===== config.mk =====
export PLATFORM = sky130hd
export DESIGN_NAME = sgf_isqrt
export DESIGN_NICKNAME = d
export VERILOG_FILES = /design/src/rtl/sobel_gradient_feature_macros.svh /design/src/rtl/sgf_pkg.sv /design/src/rtl/sgf_isqrt.sv
export SDC_FILE = /design/constraint.sdc
export NUM_CORES = 2
export LEC_CHECK = 0
export BUFFER_PORTS_ARGS = -buffer_cell sky130_fd_sc_hd__buf_2
export CORE_UTILIZATION = 51
export CTS_CLUSTER_DIAMETER = 200
export DETAILED_ROUTE_END_ITERATION = 8
export GPL_TIMING_DRIVEN = 1
export PLACE_DENSITY = 0.67
export SLEW_MARGIN = 20
export SYNTH_ARGS = -nofsm -noshare
export SYNTH_HDL_FRONTEND = slang
export SYNTH_SLANG_ARGS = --single-unit

===== constraint.sdc =====
create_clock -name i_clk -period 4.05 [get_ports i_clk]
set_clock_uncertainty 0.05 [all_clocks]
set_input_delay 1.0125 -clock i_clk [delete_from_list [all_inputs] [get_ports i_clk]]
set_output_delay 1.0125 -clock i_clk [all_outputs]
set_load 0.005 [all_outputs]

===== src/rtl/sobel_gradient_feature_macros.svh =====
// ---------------------------------------------------------------------------
// sobel gradient feature assertion macros
// concurrent check helpers used by the block's top-level rtl
// ---------------------------------------------------------------------------
`ifndef SOBEL_GRADIENT_FEATURE_MACROS_SVH
`define SOBEL_GRADIENT_FEATURE_MACROS_SVH

// same-cycle implication
`define SGF_ASSERT_SAME(label, ante, cons) \
    label: assert property (@(posedge i_clk) disable iff (!i_rst_n) (ante) |-> (cons)) \
        else $error("sobel gradient feature check failed");

// next-cycle implication
`define SGF_ASSERT_NEXT(label, ante, cons) \
    label: assert property (@(posedge i_clk) disable iff (!i_rst_n) (ante) |=> (cons)) \
        else $error("sobel gradient feature check failed");

`endif


===== src/rtl/sgf_pkg.sv =====
// ---------------------------------------------------------------------------
// sgf_pkg
// shared types and constants of the sobel gradient feature block
// ---------------------------------------------------------------------------
package sgf_pkg;

    localparam int PIX_W    = 8;
    localparam int FW_W     = 7;
    localparam int FH_W     = 13;
    localparam int ROW_W    = 12;
    localparam int GRAD_W   = 11;
    localparam int ABS_W    = 10;
    localparam int Q_W      = 17;
    localparam int MAG_W    = 16;
    localparam int S_W      = 22;
    localparam int ROOT_W   = 28;
    localparam int REM_W    = 31;
    localparam int GX_W     = 25;
    localparam int GP_W     = 51;
    localparam int MP_W     = 57;
    localparam int CFG_IDX_W = 1;

    localparam logic [FH_W-1:0] HEIGHT_MAX = 13'd4096;
    localparam logic [GX_W-1:0] GRAD_BIAS  = 25'd510;
    localparam logic [25:0]     GRAD_RECIP = 26'd33686019;
    localparam int              GRAD_SHIFT = 35;
    localparam logic [28:0]     MAG_RECIP  = 29'd381113216;
    localparam int              MAG_SHIFT  = 40;
    localparam logic [Q_W-1:0]  MAG_SAT    = 17'd32768;

    localparam logic [CFG_IDX_W-1:0] REG_FRAME_WIDTH  = 1'b0;
    localparam logic [CFG_IDX_W-1:0] REG_FRAME_HEIGHT = 1'b1;

    typedef struct packed {
        logic                     valid;
        logic signed [GRAD_W-1:0] gx;
        logic signed [GRAD_W-1:0] gy;
        logic                     last;
    } t_grad;

    typedef struct packed {
        logic signed [Q_W-1:0] qx;
        logic signed [Q_W-1:0] qy;
        logic                  last;
    } t_side;

endpackage


===== src/rtl/sgf_isqrt.sv =====
// ---------------------------------------------------------------------------
// sgf_isqrt
// pipelined square root, one root bit per stage, side data carried along
// ---------------------------------------------------------------------------
module sgf_isqrt (
    input  logic                          i_clk,
    input  logic                          i_rst_n,
    input  logic                          i_en,
    input  logic                          i_valid,
    input  logic [sgf_pkg::S_W-1:0]       i_s,
    input  sgf_pkg::t_side                i_side,
    output logic                          o_valid,
    output logic [sgf_pkg::ROOT_W-1:0]    o_root,
    output sgf_pkg::t_side                o_side
);
    import sgf_pkg::*;

    logic              r_v    [ROOT_W+1];
    logic [S_W-1:0]    r_s    [ROOT_W+1];
    logic [REM_W-1:0]  r_rem  [ROOT_W+1];
    logic [ROOT_W-1:0] r_root [ROOT_W+1];
    t_side             r_side [ROOT_W+1];

    always_ff @(posedge i_clk) begin
        if (!i_rst_n) begin
            r_v[0] <= 1'b0;
        end else if (i_en) begin
            r_v[0] <= i_valid;
        end
    end

    always_ff @(posedge i_clk) begin
        if (i_en) begin
            r_s[0]    <= i_s;
            r_rem[0]  <= '0;
            r_root[0] <= '0;
            r_side[0] <= i_side;
        end
    end

    for (genvar k = 0; k < ROOT_W; k++) begin : g_stage
        logic [REM_W-1:0]  n_rem, trial;
        logic [ROOT_W-1:0] n_root;

        always_comb begin
            n_rem  = {r_rem[k][REM_W-3:0], r_s[k][S_W-1 -: 2]};
            trial  = REM_W'({r_root[k], 2'b01});
            n_root = {r_root[k][ROOT_W-2:0], 1'b0};
            if (n_rem >= trial) begin
                n_rem  = n_rem - trial;
                n_root = {r_root[k][ROOT_W-2:0], 1'b1};
            end
        end

        always_ff @(posedge i_clk) begin
            if (!i_rst_n) begin
                r_v[k+1] <= 1'b0;
            end else if (i_en) begin
                r_v[k+1] <= r_v[k];
            end
        end

        always_ff @(posedge i_clk) begin
            if (i_en) begin
                r_s[k+1]    <= {r_s[k][S_W-3:0], 2'b00};
                r_rem[k+1]  <= n_rem;
                r_root[k+1] <= n_root;
                r_side[k+1] <= r_side[k];
            end
        end
    end

    assign o_valid = r_v[ROOT_W];
    assign o_root  = r_root[ROOT_W];
    assign o_side  = r_side[ROOT_W];

endmodule


==> qor.json <==
{
  "run_status": {
    "status": "complete, no violations"
  },
  "logic_synthesis": {
    "seq_area_frac_synth_pct": 70.7,
    "async_reset_ff_share_pct": 0,
    "synth.ff_latch_count": 2308,
    "number_of_nets_in_the_synthesized_netlist": 7284,
    "synth_warnings": 0,
    "syn-mean-instance-area_um2": 14.4,
    "netlist-cell-type-count": 83,
    "synthCells": 6804,
    "netlist_area_before_placement_um2": 98100,
    "synth-main-ff-cell": "sky130_fd_sc_hd__edfxtp_1",
    "number_of_enable_type_register_cells_in_the_synthesized_netlist": 2307
  },
  "cts": {
    "cts.htree.levels": 4,
    "clkSlewWorstSetupHoldPaths_ns": 0.06,
    "cts_tree": "built",
    "holdBufCountCts": 0,
    "worstSkewPairLatency_ns": 0.87,
    "clockBufferDepth": 3,
    "clk_root_buffer_cell": "sky130_fd_sc_hd__clkbuf_16",
    "postCtsSetupBuffers": 0,
    "tritoncts_num_sinks": 2308,
    "cts_made_buffers": 230
  },
  "critical_path": {
    "cpLargestDelayFamily": "simple AND/OR/NAND/NOR gates",
    "cp_data_required_time_ns": 4.56,
    "worstSetupPathDepth": 8,
    "worstSetupEndpointType": "register",
    "crit_chain": "nor4_2 > and2_1 > nand3b_1 > or3_1 > or4b_2 > or3b_1 > buf_4 > a21oi_1",
    "critPathSlowestCell": "sky130_fd_sc_hd__or4b_2",
    "crit_arrival_ns": 4.40,
    "critPathKind": "register to register",
    "timing.reg2reg.worst_path_depth": 8,
    "worstPathBufferInverterCount": 1,
    "critPathMaxStageDelay_ns": 0.66,
    "worstSetupStartpointType": "register",
    "worstPathMaxFanout": 14
  },
  "routing": {
    "route.final.wire_length_um": 169000,
    "first_iter_violations": 3726,
    "routedWlPerCell_um": 17.1,
    "drt_drc_violations_left": 0,
    "vias_per_cell": 5.36,
    "dr.pass1.iters": 6,
    "ant_nets": 0,
    "num_vias": 52900
  },
  "cells_and_area": {
    "final_common_cell": "sky130_fd_sc_hd__edfxtp_1",
    "final_cell_mix": "sky130_fd_sc_hd__edfxtp_1, sky130_fd_sc_hd__inv_1, sky130_fd_sc_hd__nand2_1",
    "layout.filler_cells": 14700,
    "nets": 7650,
    "multi_input_combinational_cell_area_um2": 26400,
    "final_layout_size_suffix_gt1_share_pct": 9.42,
    "register_area_um2": 69300,
    "area_growth_syn_to_layout_pct": 12.4
  },
  "global_route": {
    "overflow": 0,
    "grt_start_max_net_pins": 181,
    "gr-max-usage-layer": "met2",
    "grt_util_all_layers_pct": 17.4,
    "met2_usage_pct": 30.7,
    "grt_antenna_before_repair": 5,
    "grt_use_met1_pct": 21.2,
    "first_global_vias": 52300,
    "global_route_wire_length_before_repair_um": 270000,
    "met3_use_gr_pct": 2.77
  },
  "place": {
    "post-dp-hpwl_um": 117000,
    "port-buffer-count": 124,
    "globalplace.congestion": 0.906
  },
  "floorplanning": {
    "top_level_ports": 125,
    "fp.coreArea_um2": 191000,
    "effective_utilization_at_floorplan_pct": 51.5,
    "dieWidth_um": 441,
    "die_height_um": 441,
    "rows": 160,
    "die-area_um2": 194000
  },
  "sta": {
    "tns_ns": 0,
    "setup_viol": 0,
    "slew_worst_pin_ns": 1.00,
    "total_count_of_max_transition_violations_in_the_final_report": 0,
    "unrepaired_setup_endpoints_after_global_routing": "no",
    "hold_viol_final": 0,
    "layout_min_cycle_time_ns": 3.89,
    "max_freq_mhz": 257,
    "fin_crit_sh_pct": 96.1,
    "slew_headroom_pct": 33.2
  },
  "pwr": {
    "post-layout-total-power_mw": 60.1,
    "peak_supply_drop_mv": 0.394,
    "power_leakage_nw": 41.4,
    "power.density_nw_per_um2": 545
  },
  "hold_path": {
    "holdPathStages": 1,
    "worstHoldPathType": "input port to register"
  },
  "run": {
    "cap_viol_max_count": 0
  }
}
[registers in the layout, indices dropped and copies added (netlist names)]
register	cells
r_side	1015
r_rem	726
r_root	406
r_s	132
r_v	29
[worst reg2reg max path, stage by stage, from the launching register on]
cell and delay (ns):
sky130_fd_sc_hd__edfxtp_1 0.46, sky130_fd_sc_hd__nor4_2 0.41, sky130_fd_sc_hd__and2_1 0.27, sky130_fd_sc_hd__nand3b_1 0.13, sky130_fd_sc_hd__or3_1 0.37, sky130_fd_sc_hd__or4b_2 0.66
sky130_fd_sc_hd__or3b_1 0.47, sky130_fd_sc_hd__buf_4 0.23, sky130_fd_sc_hd__a21oi_1 0.54
[synthesized netlist by cell type (64+ instances only)]
| library cell | instances | share of area [%] |
|---|---|---|
| sky130_fd_sc_hd__mux2_2 | 64 | 0.73 |
| sky130_fd_sc_hd__a21o_1 | 136 | 1.0 |
| sky130_fd_sc_hd__nand2b_1 | 76 | 0.48 |
| sky130_fd_sc_hd__nor2b_1 | 71 | 0.45 |
| sky130_fd_sc_hd__nor4_1 | 74 | 0.47 |
| sky130_fd_sc_hd__xor2_1 | 302 | 2.7 |
| sky130_fd_sc_hd__nor2_1 | 382 | 1.5 |
| sky130_fd_sc_hd__nand3_1 | 83 | 0.42 |
| sky130_fd_sc_hd__inv_1 | 542 | 2.1 |
| sky130_fd_sc_hd__nor3_1 | 155 | 0.79 |
| sky130_fd_sc_hd__edfxtp_1 | 2307 | 71 |
| sky130_fd_sc_hd__a21oi_1 | 373 | 1.9 |
| sky130_fd_sc_hd__o21ai_0 | 358 | 1.8 |
| sky130_fd_sc_hd__xnor2_1 | 256 | 2.3 |
| sky130_fd_sc_hd__nand2_1 | 415 | 1.6 |
| sky130_fd_sc_hd__clkbuf_1 | 91 | 0.35 |
| sky130_fd_sc_hd__ha_1 | 403 | 5.1 |
| sky130_fd_sc_hd__o21a_1 | 78 | 0.60 |
[cell type report]
| type | count | share of cell area [%] |
|---|---|---|
| Sequential cell | 2308 | 62.8 |
| Timing Repair Buffer | 241 | 1.63 |
| Tap cell | 2511 | 2.85 |
| Antenna cell | 3 | 0.00681 |
| Multi-Input combinational cell | 3846 | 23.9 |
| Clock buffer | 273 | 5.40 |
| Clock inverter | 155 | 1.49 |
| Inverter | 543 | 1.85 |
[logic make-up (layout without fill, tap and decap cells)]
kind of cell,count (synthesis),in the layout,share of synthesized area (%)
compound gates,1203,1203,7.47
xor+xnor,558,558,4.98
fa+ha+maj,419,419,5.47
buf+inv,650,1212,2.51
flops,2308,2308,70.7
mux,72,72,0.817
other cells,1,4,0.00382
simple gates,1593,1593,8.10
[worst paths after layout]
path	to	slack [ns]	startpoint
hold reg to reg	r_side[4][10]$_DFFE_PP_	0.35	r_side[3][10]$_DFFE_PP_
setup / recovery	r_rem[1][65]$_DFFE_PP_	0.16	r_rem[1][36]$_DFFE_PP_
hold / removal	r_side[0][3]$_DFFE_PP_	0.27	i_side[3]
setup reg to reg	r_rem[1][65]$_DFFE_PP_	0.16	r_rem[1][36]$_DFFE_PP_
[per-layer routing]
layer / vias to the layer above / part of all wire, % / routed length [um]
li1: 26100 / - / -
met1: 25500 / 42 / 70300
met2: 1023 / 51 / 86000
met3: 347 / 3.8 / 6500
met4: 0 / 3.6 / 6150
met5: - / 0 / 0
[power by group]
| group | switching [mW] | internal [mW] | total (mW) |
|---|---|---|---|
| clock | 8.77 | 12.3 | 21.1 |
| sequential | 1.41 | 29.3 | 30.7 |
| combinational | 4.70 | 3.63 | 8.32 |
| total | 14.9 | 45.2 | 60.1 |
[metrics by stage]
stage | utilization, % | cells | setup WS [ns] | area, um2 | hold WS, ns
finish | 57.9 | 9880 | 0.156 | 110000 | 0.275
global route | 57.9 | 9880 | 0.0707 | 110000 | 0.208
CTS | 57.9 | 9877 | 0.0741 | 110000 | 0.181
detailed placement | 53.9 | 9449 | 0.104 | 103000 | 0.355
global placement | 53.9 | 9449 | 0.119 | 103000 | 0.350
floorplan | - | 6804 | 0.522 | 98100 | 0.350
[timing repair]
action | CTS | global route
endpoints found under the setup margin | 0 | 2
gates resized for setup | 0 | 2
hold endpoints to repair | 0 | 0
(Power assumes the default switching activity.)
