===== src/rtl/sobel_gradient_feature_macros.svh =====
// ---------------------------------------------------------------------------
// sobel gradient feature assertion macros
// concurrent check helpers used by the block's top-level rtl
// ---------------------------------------------------------------------------
`ifndef SOBEL_GRADIENT_FEATURE_MACROS_SVH
`define SOBEL_GRADIENT_FEATURE_MACROS_SVH

// same-cycle implication
`define SGF_ASSERT_SAME(label, ante, cons) \
    label: assert property (@(posedge i_clk) disable iff (!i_rst_n) (ante) |-> (cons)) \
        else $error("sobel gradient feature check failed");

// next-cycle implication
`define SGF_ASSERT_NEXT(label, ante, cons) \
    label: assert property (@(posedge i_clk) disable iff (!i_rst_n) (ante) |=> (cons)) \
        else $error("sobel gradient feature check failed");

`endif


===== src/rtl/sgf_pkg.sv =====
// ---------------------------------------------------------------------------
// sgf_pkg
// shared types and constants of the sobel gradient feature block
// ---------------------------------------------------------------------------
package sgf_pkg;

    localparam int PIX_W    = 8;
    localparam int FW_W     = 7;
    localparam int FH_W     = 13;
    localparam int ROW_W    = 12;
    localparam int GRAD_W   = 11;
    localparam int ABS_W    = 10;
    localparam int Q_W      = 17;
    localparam int MAG_W    = 16;
    localparam int S_W      = 22;
    localparam int ROOT_W   = 28;
    localparam int REM_W    = 31;
    localparam int GX_W     = 25;
    localparam int GP_W     = 51;
    localparam int MP_W     = 57;
    localparam int CFG_IDX_W = 1;

    localparam logic [FH_W-1:0] HEIGHT_MAX = 13'd4096;
    localparam logic [GX_W-1:0] GRAD_BIAS  = 25'd510;
    localparam logic [25:0]     GRAD_RECIP = 26'd33686019;
    localparam int              GRAD_SHIFT = 35;
    localparam logic [28:0]     MAG_RECIP  = 29'd381113216;
    localparam int              MAG_SHIFT  = 40;
    localparam logic [Q_W-1:0]  MAG_SAT    = 17'd32768;

    localparam logic [CFG_IDX_W-1:0] REG_FRAME_WIDTH  = 1'b0;
    localparam logic [CFG_IDX_W-1:0] REG_FRAME_HEIGHT = 1'b1;

    typedef struct packed {
        logic                     valid;
        logic signed [GRAD_W-1:0] gx;
        logic signed [GRAD_W-1:0] gy;
        logic                     last;
    } t_grad;

    typedef struct packed {
        logic signed [Q_W-1:0] qx;
        logic signed [Q_W-1:0] qy;
        logic                  last;
    } t_side;

endpackage


===== src/rtl/sgf_window.sv =====
// ---------------------------------------------------------------------------
// sgf_window
// line stores, raster counters, 3x3 window and raw sobel gradients
// ---------------------------------------------------------------------------
module sgf_window #(
    parameter int MAX_WIDTH = 64
) (
    input  logic                        i_clk,
    input  logic                        i_rst_n,
    input  logic                        i_en,
    input  logic                        i_valid,
    input  logic [sgf_pkg::PIX_W-1:0]   i_pixel,
    input  logic [sgf_pkg::FW_W-1:0]    i_frame_width,
    input  logic [sgf_pkg::FH_W-1:0]    i_frame_height,
    output sgf_pkg::t_grad              o_grad
);
    import sgf_pkg::*;

    localparam int CW   = (MAX_WIDTH > 2) ? $clog2(MAX_WIDTH) : 2;
    localparam int WIDE = ((CW > FW_W) ? CW : FW_W) + 1;

    logic [PIX_W-1:0] r_upper  [MAX_WIDTH];
    logic [PIX_W-1:0] r_middle [MAX_WIDTH];

    logic [CW-1:0]    r_col, n_col;
    logic [ROW_W-1:0] r_row, n_row;
    logic [WIDE-1:0]  w_clamp, col_next;
    logic [FH_W-1:0]  h_clamp, row_next;
    logic             col_end, row_end, accept;

    logic             r1_v, r1_emit, r1_last;
    logic [CW-1:0]    r1_col;
    logic [PIX_W-1:0] r1_pix, r1_t, r1_m;

    logic [PIX_W-1:0] r_w0, r_w1, r_w2, r_w3, r_w4, r_w5;

    logic                     r2_v, r2_last;
    logic signed [GRAD_W-1:0] r2_gx, r2_gy, n_gx, n_gy;
    logic [ABS_W-1:0]         sum_r, sum_l, sum_t, sum_b;

    assign accept = i_en && i_valid;

    always_comb begin
        priority if (WIDE'(i_frame_width) < WIDE'(3)) begin
            w_clamp = WIDE'(3);
        end else if (WIDE'(i_frame_width) > WIDE'(MAX_WIDTH)) begin
            w_clamp = WIDE'(MAX_WIDTH);
        end else begin
            w_clamp = WIDE'(i_frame_width);
        end
        priority if (i_frame_height < FH_W'(3)) begin
            h_clamp = FH_W'(3);
        end else if (i_frame_height > HEIGHT_MAX) begin
            h_clamp = HEIGHT_MAX;
        end else begin
            h_clamp = i_frame_height;
        end
        col_next = WIDE'(r_col) + WIDE'(1);
        row_next = FH_W'(r_row) + FH_W'(1);
        col_end  = col_next >= w_clamp;
        row_end  = row_next >= h_clamp;
        n_col    = col_end ? '0 : CW'(col_next);
        n_row    = r_row;
        if (col_end) begin
            n_row = row_end ? '0 : ROW_W'(row_next);
        end
    end

    always_ff @(posedge i_clk) begin
        if (!i_rst_n) begin
            r_col <= '0;
            r_row <= '0;
            r1_v  <= 1'b0;
            r2_v  <= 1'b0;
        end else if (i_en) begin
            r1_v <= accept;
            r2_v <= r1_v && r1_emit;
            if (accept) begin
                r_col <= n_col;
                r_row <= n_row;
            end
        end
    end

    // line stores: read on accept, write when the item leaves stage one
    always_ff @(posedge i_clk) begin
        if (accept) begin
            r1_t <= r_upper[r_col];
            r1_m <= r_middle[r_col];
        end
        if (i_en && r1_v) begin
            r_upper[r1_col]  <= r1_m;
            r_middle[r1_col] <= r1_pix;
        end
    end

    always_ff @(posedge i_clk) begin
        if (accept) begin
            r1_pix  <= i_pixel;
            r1_col  <= r_col;
            r1_emit <= (r_row >= ROW_W'(2)) && (r_col >= CW'(2));
            r1_last <= row_end && col_end;
        end
    end

    always_comb begin
        sum_r = ABS_W'(r1_t) + ABS_W'({r1_m, 1'b0}) + ABS_W'(r1_pix);
        sum_l = ABS_W'(r_w0) + ABS_W'({r_w1, 1'b0}) + ABS_W'(r_w2);
        sum_t = ABS_W'(r_w0) + ABS_W'({r_w3, 1'b0}) + ABS_W'(r1_t);
        sum_b = ABS_W'(r_w2) + ABS_W'({r_w5, 1'b0}) + ABS_W'(r1_pix);
        n_gx  = $signed({1'b0, sum_r}) - $signed({1'b0, sum_l});
        n_gy  = $signed({1'b0, sum_t}) - $signed({1'b0, sum_b});
    end

    always_ff @(posedge i_clk) begin
        if (!i_rst_n) begin
            r_w0 <= '0;
            r_w1 <= '0;
            r_w2 <= '0;
            r_w3 <= '0;
            r_w4 <= '0;
            r_w5 <= '0;
        end else if (i_en && r1_v) begin
            r_w0 <= r_w3;
            r_w1 <= r_w4;
            r_w2 <= r_w5;
            r_w3 <= r1_t;
            r_w4 <= r1_m;
            r_w5 <= r1_pix;
        end
    end

    always_ff @(posedge i_clk) begin
        if (i_en && r1_v) begin
            r2_gx   <= n_gx;
            r2_gy   <= n_gy;
            r2_last <= r1_last;
        end
    end

    assign o_grad.valid = r2_v;
    assign o_grad.gx    = r2_gx;
    assign o_grad.gy    = r2_gy;
    assign o_grad.last  = r2_last;

endmodule


===== config.mk =====
export PLATFORM = sky130hd
export DESIGN_NAME = sgf_window
export DESIGN_NICKNAME = d
export VERILOG_FILES = /design/src/rtl/sobel_gradient_feature_macros.svh /design/src/rtl/sgf_pkg.sv /design/src/rtl/sgf_window.sv
export SDC_FILE = /design/constraint.sdc
export NUM_CORES = 1
export LEC_CHECK = 0
export BUFFER_PORTS_ARGS = -buffer_cell sky130_fd_sc_hd__buf_2
export CAP_MARGIN = 10
export CORE_AREA = 2 2 270 405
export DETAILED_ROUTE_END_ITERATION = 16
export DIE_AREA = 0 0 272 407
export GPL_TIMING_DRIVEN = 0
export PLACE_DENSITY = 0.71
export SYNTH_ARGS = -nofsm -noshare
export SYNTH_HDL_FRONTEND = slang
export SYNTH_SLANG_ARGS = --single-unit

===== constraint.sdc =====
create_clock -name i_clk -period 11 [get_ports i_clk]
set_input_delay 2.2 -clock i_clk [delete_from_list [all_inputs] [get_ports i_clk]]
set_output_delay 2.2 -clock i_clk [all_outputs]
set_load 0.05 [all_outputs]

==> metrics.cfg <==
[timing]
tightest_slew_ps = 1350
fin_skew_ps = 22.3
min_period_ps = 5000
slew_violations = 0
fmax_ghz = 0.200
fin_crit_sh_pct = 45.4
tns_ps = 0
finalSetupViolCount = 0
rsz0062_at_grt = no
hold_viol_final = 0
slew-limit-headroom_pct = 7.38

[detailed_routing]
ant_nets = 0
dr_total_vias = 25100
drtPass1Iterations = 6
first_iter_violations = 2148
via_per_inst = 5.78
post_drt_wl_per_cell_um = 27.3
routed_wirelength_um = 119000
route.detailed.drc = 0

[critical_path]
worstPathArrival_ps = 5530
end_kind = register
cpMaxStageDelayCell = edfxtp_1
slowest_delay_ps = 950
worstPathBufferInverterCount = 5
crit_family = adder cells
cp_max_fo = 26
crit_path_start_kind = register
crit_top_cell = inv_1
path_class = register to register
path_cells = buf_16 > inv_1 > fa_1 > inv_1 > fa_1 > inv_1 > fa_1 > inv_1 > ha_1 > a21o_1 > a21oi_1 > o21ai_0 > o41ai_1 > nor2_1 > a211oi_1
path_depth = 15
r2r_cells = 15
cp.required_ps = 11530

[global_routing]
first_global_vias = 26000
grt-ovfl-total = 0
antenna_found_initial = 4
grtUsageTotal_pct = 21.8
grt_pass1_wl_um = 174000
grt_max_degree = 33

[clock_tree]
hold_buffers = 0
cts_setup_buffers = 0
path_clk_slew_ps = 70
h-tree-depth = 3
cts_buffers = 97
cts_tree = done
clock-sinks = 1147
cts_root_buf = clkbuf_16
post_cts_resized = 0
clock_latency_ps = 700
ctsLongestPathBuffers = 3

[yosys]
synthAdderAreaFrac_pct = 3.93
muxShareOfSynthArea_pct = 13.2
syn_inst = 2588
synth.distinct_cells = 61
synth-edff-count = 1079
ys_warn_count = 0
synth.avg_cell_area_um2 = 18.1
syn_area_um2 = 46900
async_flop_share_pct = 0
syn_nets = 2730
synthSimpleGateAreaFrac_pct = 3.55
synth_top_family_by_area = multiplexers
synth-xor-area-share_pct = 0.448
ys_seq_elements = 1147
ys_seq_area_share_pct = 72.0
synth-compound-area-share_pct = 4.08
synth_flop_cell = edfxtp_1

[power_and_ir_drop]
power.share.switching_pct = 22.2
intPower_uw = 6970
peakVddDrop_uv = 116
p_leak_uw = 0.0172
power_frac_clock_pct = 39.0
power_density_nw_per_um2 = 165
combPwrFrac_pct = 7.1
power_switching_uw = 1990
pwr-share-seq_pct = 53.8

[layout]
fillers = 8417
syn_to_final_growth_pct = 15.8
fin_nets = 2985
fin_area_um2 = 54300
drive_above_1_share_pct = 22.9
multi_input_area_um2 = 12000
regArea_um2 = 33800

[floorplan]
dieHeight_um = 407
start_util_pct = 43.9
die_w_um = 272
coreArea_um2 = 107000
ios = 56
rows = 147
die-area_um2 = 111000

[placed_design]
place_congestion = 0.898
portBuffers = 54
dpl.hpwl_um = 84800
postPlaceCellArea_um2 = 51100

[worst_hold_path]
hold_depth = 0
hold_path_class = register to register

[run]
maxCapViolations = 0

[status]
status = finished clean

==> cell usage after synthesis, types with 6 or more instances <==
master,count,area [µm²]
edfxtp_1,1079,32400
mux4_2,193,4350
mux2i_1,185,1850
nand2_1,152,571
nor2_1,143,537
inv_1,127,477
dfxtp_1,68,1360
a21oi_1,67,335
fa_1,62,1240
o22ai_1,49,307
ha_1,48,601
a211oi_1,47,353
clkbuf_1,42,158
buf_2,36,180
buf_6,26,293
o21ai_0,26,130
nor3_1,21,105
nand3_1,19,95.1
a22oi_1,17,128
o221ai_1,17,149
xnor2_1,17,149
a2111oi_0,16,140
buf_4,14,105
nand3b_1,10,75.1
nand2b_1,7,43.8
nor2b_1,7,43.8
o21ai_1,7,35.0
xor2_1,7,61.3
a31oi_1,6,37.5
and2_1,6,37.5
buf_1,6,22.5
nor4_1,6,37.5
==> worst reg2reg max path, delay by kind of cell, from the launching register on <==
kind | cells | cell delay (ps)
adders and majority gates | 4 | 1890
AOI/OAI and AO/OA | 5 | 1350
DFF | 1 | 950
buffers and inverters | 5 | 580
and+or+nand+nor | 1 | 100
==> kinds of logic (layout without fill, tap and decap cells) <==
kind of cell    after synthesis  after routing
simple gates                388            388
buf+inv                     259            598
xor+xnor                     24             24
fa+ha+maj                   110            110
other cells                   0              1
compound gates              282            282
mux                         378            378
flops                      1147           1147
==> area by class of cell <==
cell class,instances,share of cell area (%)
multi-input combinational,1182,22.2
antenna,1,0.00461
timing repair buffer,156,4.02
tap,1415,3.26
clock buffer,117,4.76
buffer,129,1.53
clock inverter,66,1.19
inverter,130,0.899
sequential,1147,62.2
==> sequential cells by signal (all words and copies together), names as in the netlist, 11 cells and up <==
signal / count
r_middle: 512
r_upper: 512
r_row: 12
r2_gx: 11
r2_gy: 11
==> path summary, 6_finish.rpt <==
path,from,to,slack [ps]
setup / recovery,r1_pix[2],r2_gx[10],6000
hold / removal,r1_last,r2_last,430
hold reg to reg,r1_last,r2_last,430
setup reg to reg,r1_pix[2],r2_gx[10],6000
==> power groups by stage <==
stage                     registers (µW)  clock network (µW)  logic [µW]
after floorplan                     4950                   0         372
after global placement              4980                   0         531
after detailed placement            4920                   0         640
after CTS                           4830                3530         643
after global routing                4830                3690         693
final                               4830                3500         638
==> per-layer routing <==
metal  up-vias  global-route usage (%)  wire [µm]
met5         -                       0         35
met4         6                    14.7       8860
met3       350                    3.56       8340
met2      1221                    39.3      62600
met1     12900                    23.3      38900
li1      10700                       -          -
==> stage by stage <==
step           cells  setup WS [ps]  total power, µW  hold WS (ps)  util [%]
2_1_floorplan   2588           6270             5330           400         -
3_3_place_gp    4057           4630             5510           404      45.8
3_5_place_dp    4159           5610             5560           414      47.8
4_1_cts         4342           5870             9000           428      50.8
5_1_grt         4343           5540             9210           454      50.8
6_report        4343           6000             8970           433      50.8
==> cells in the final DEF (no fill, tap or decap), types with 49 or more instances in the layout <==
master     instances
fa_1              62
mux4_2           193
nand2_1          152
clkbuf_16         99
inv_1            127
mux2i_1          185
nor2_1            79
a21oi_1           67
edfxtp_1        1079
buf_8             60
clkbuf_1          54
o22ai_1           49
dfxtp_1           68
nor2_2            64
buf_2             91
Power figures use the tool's default switching activity.
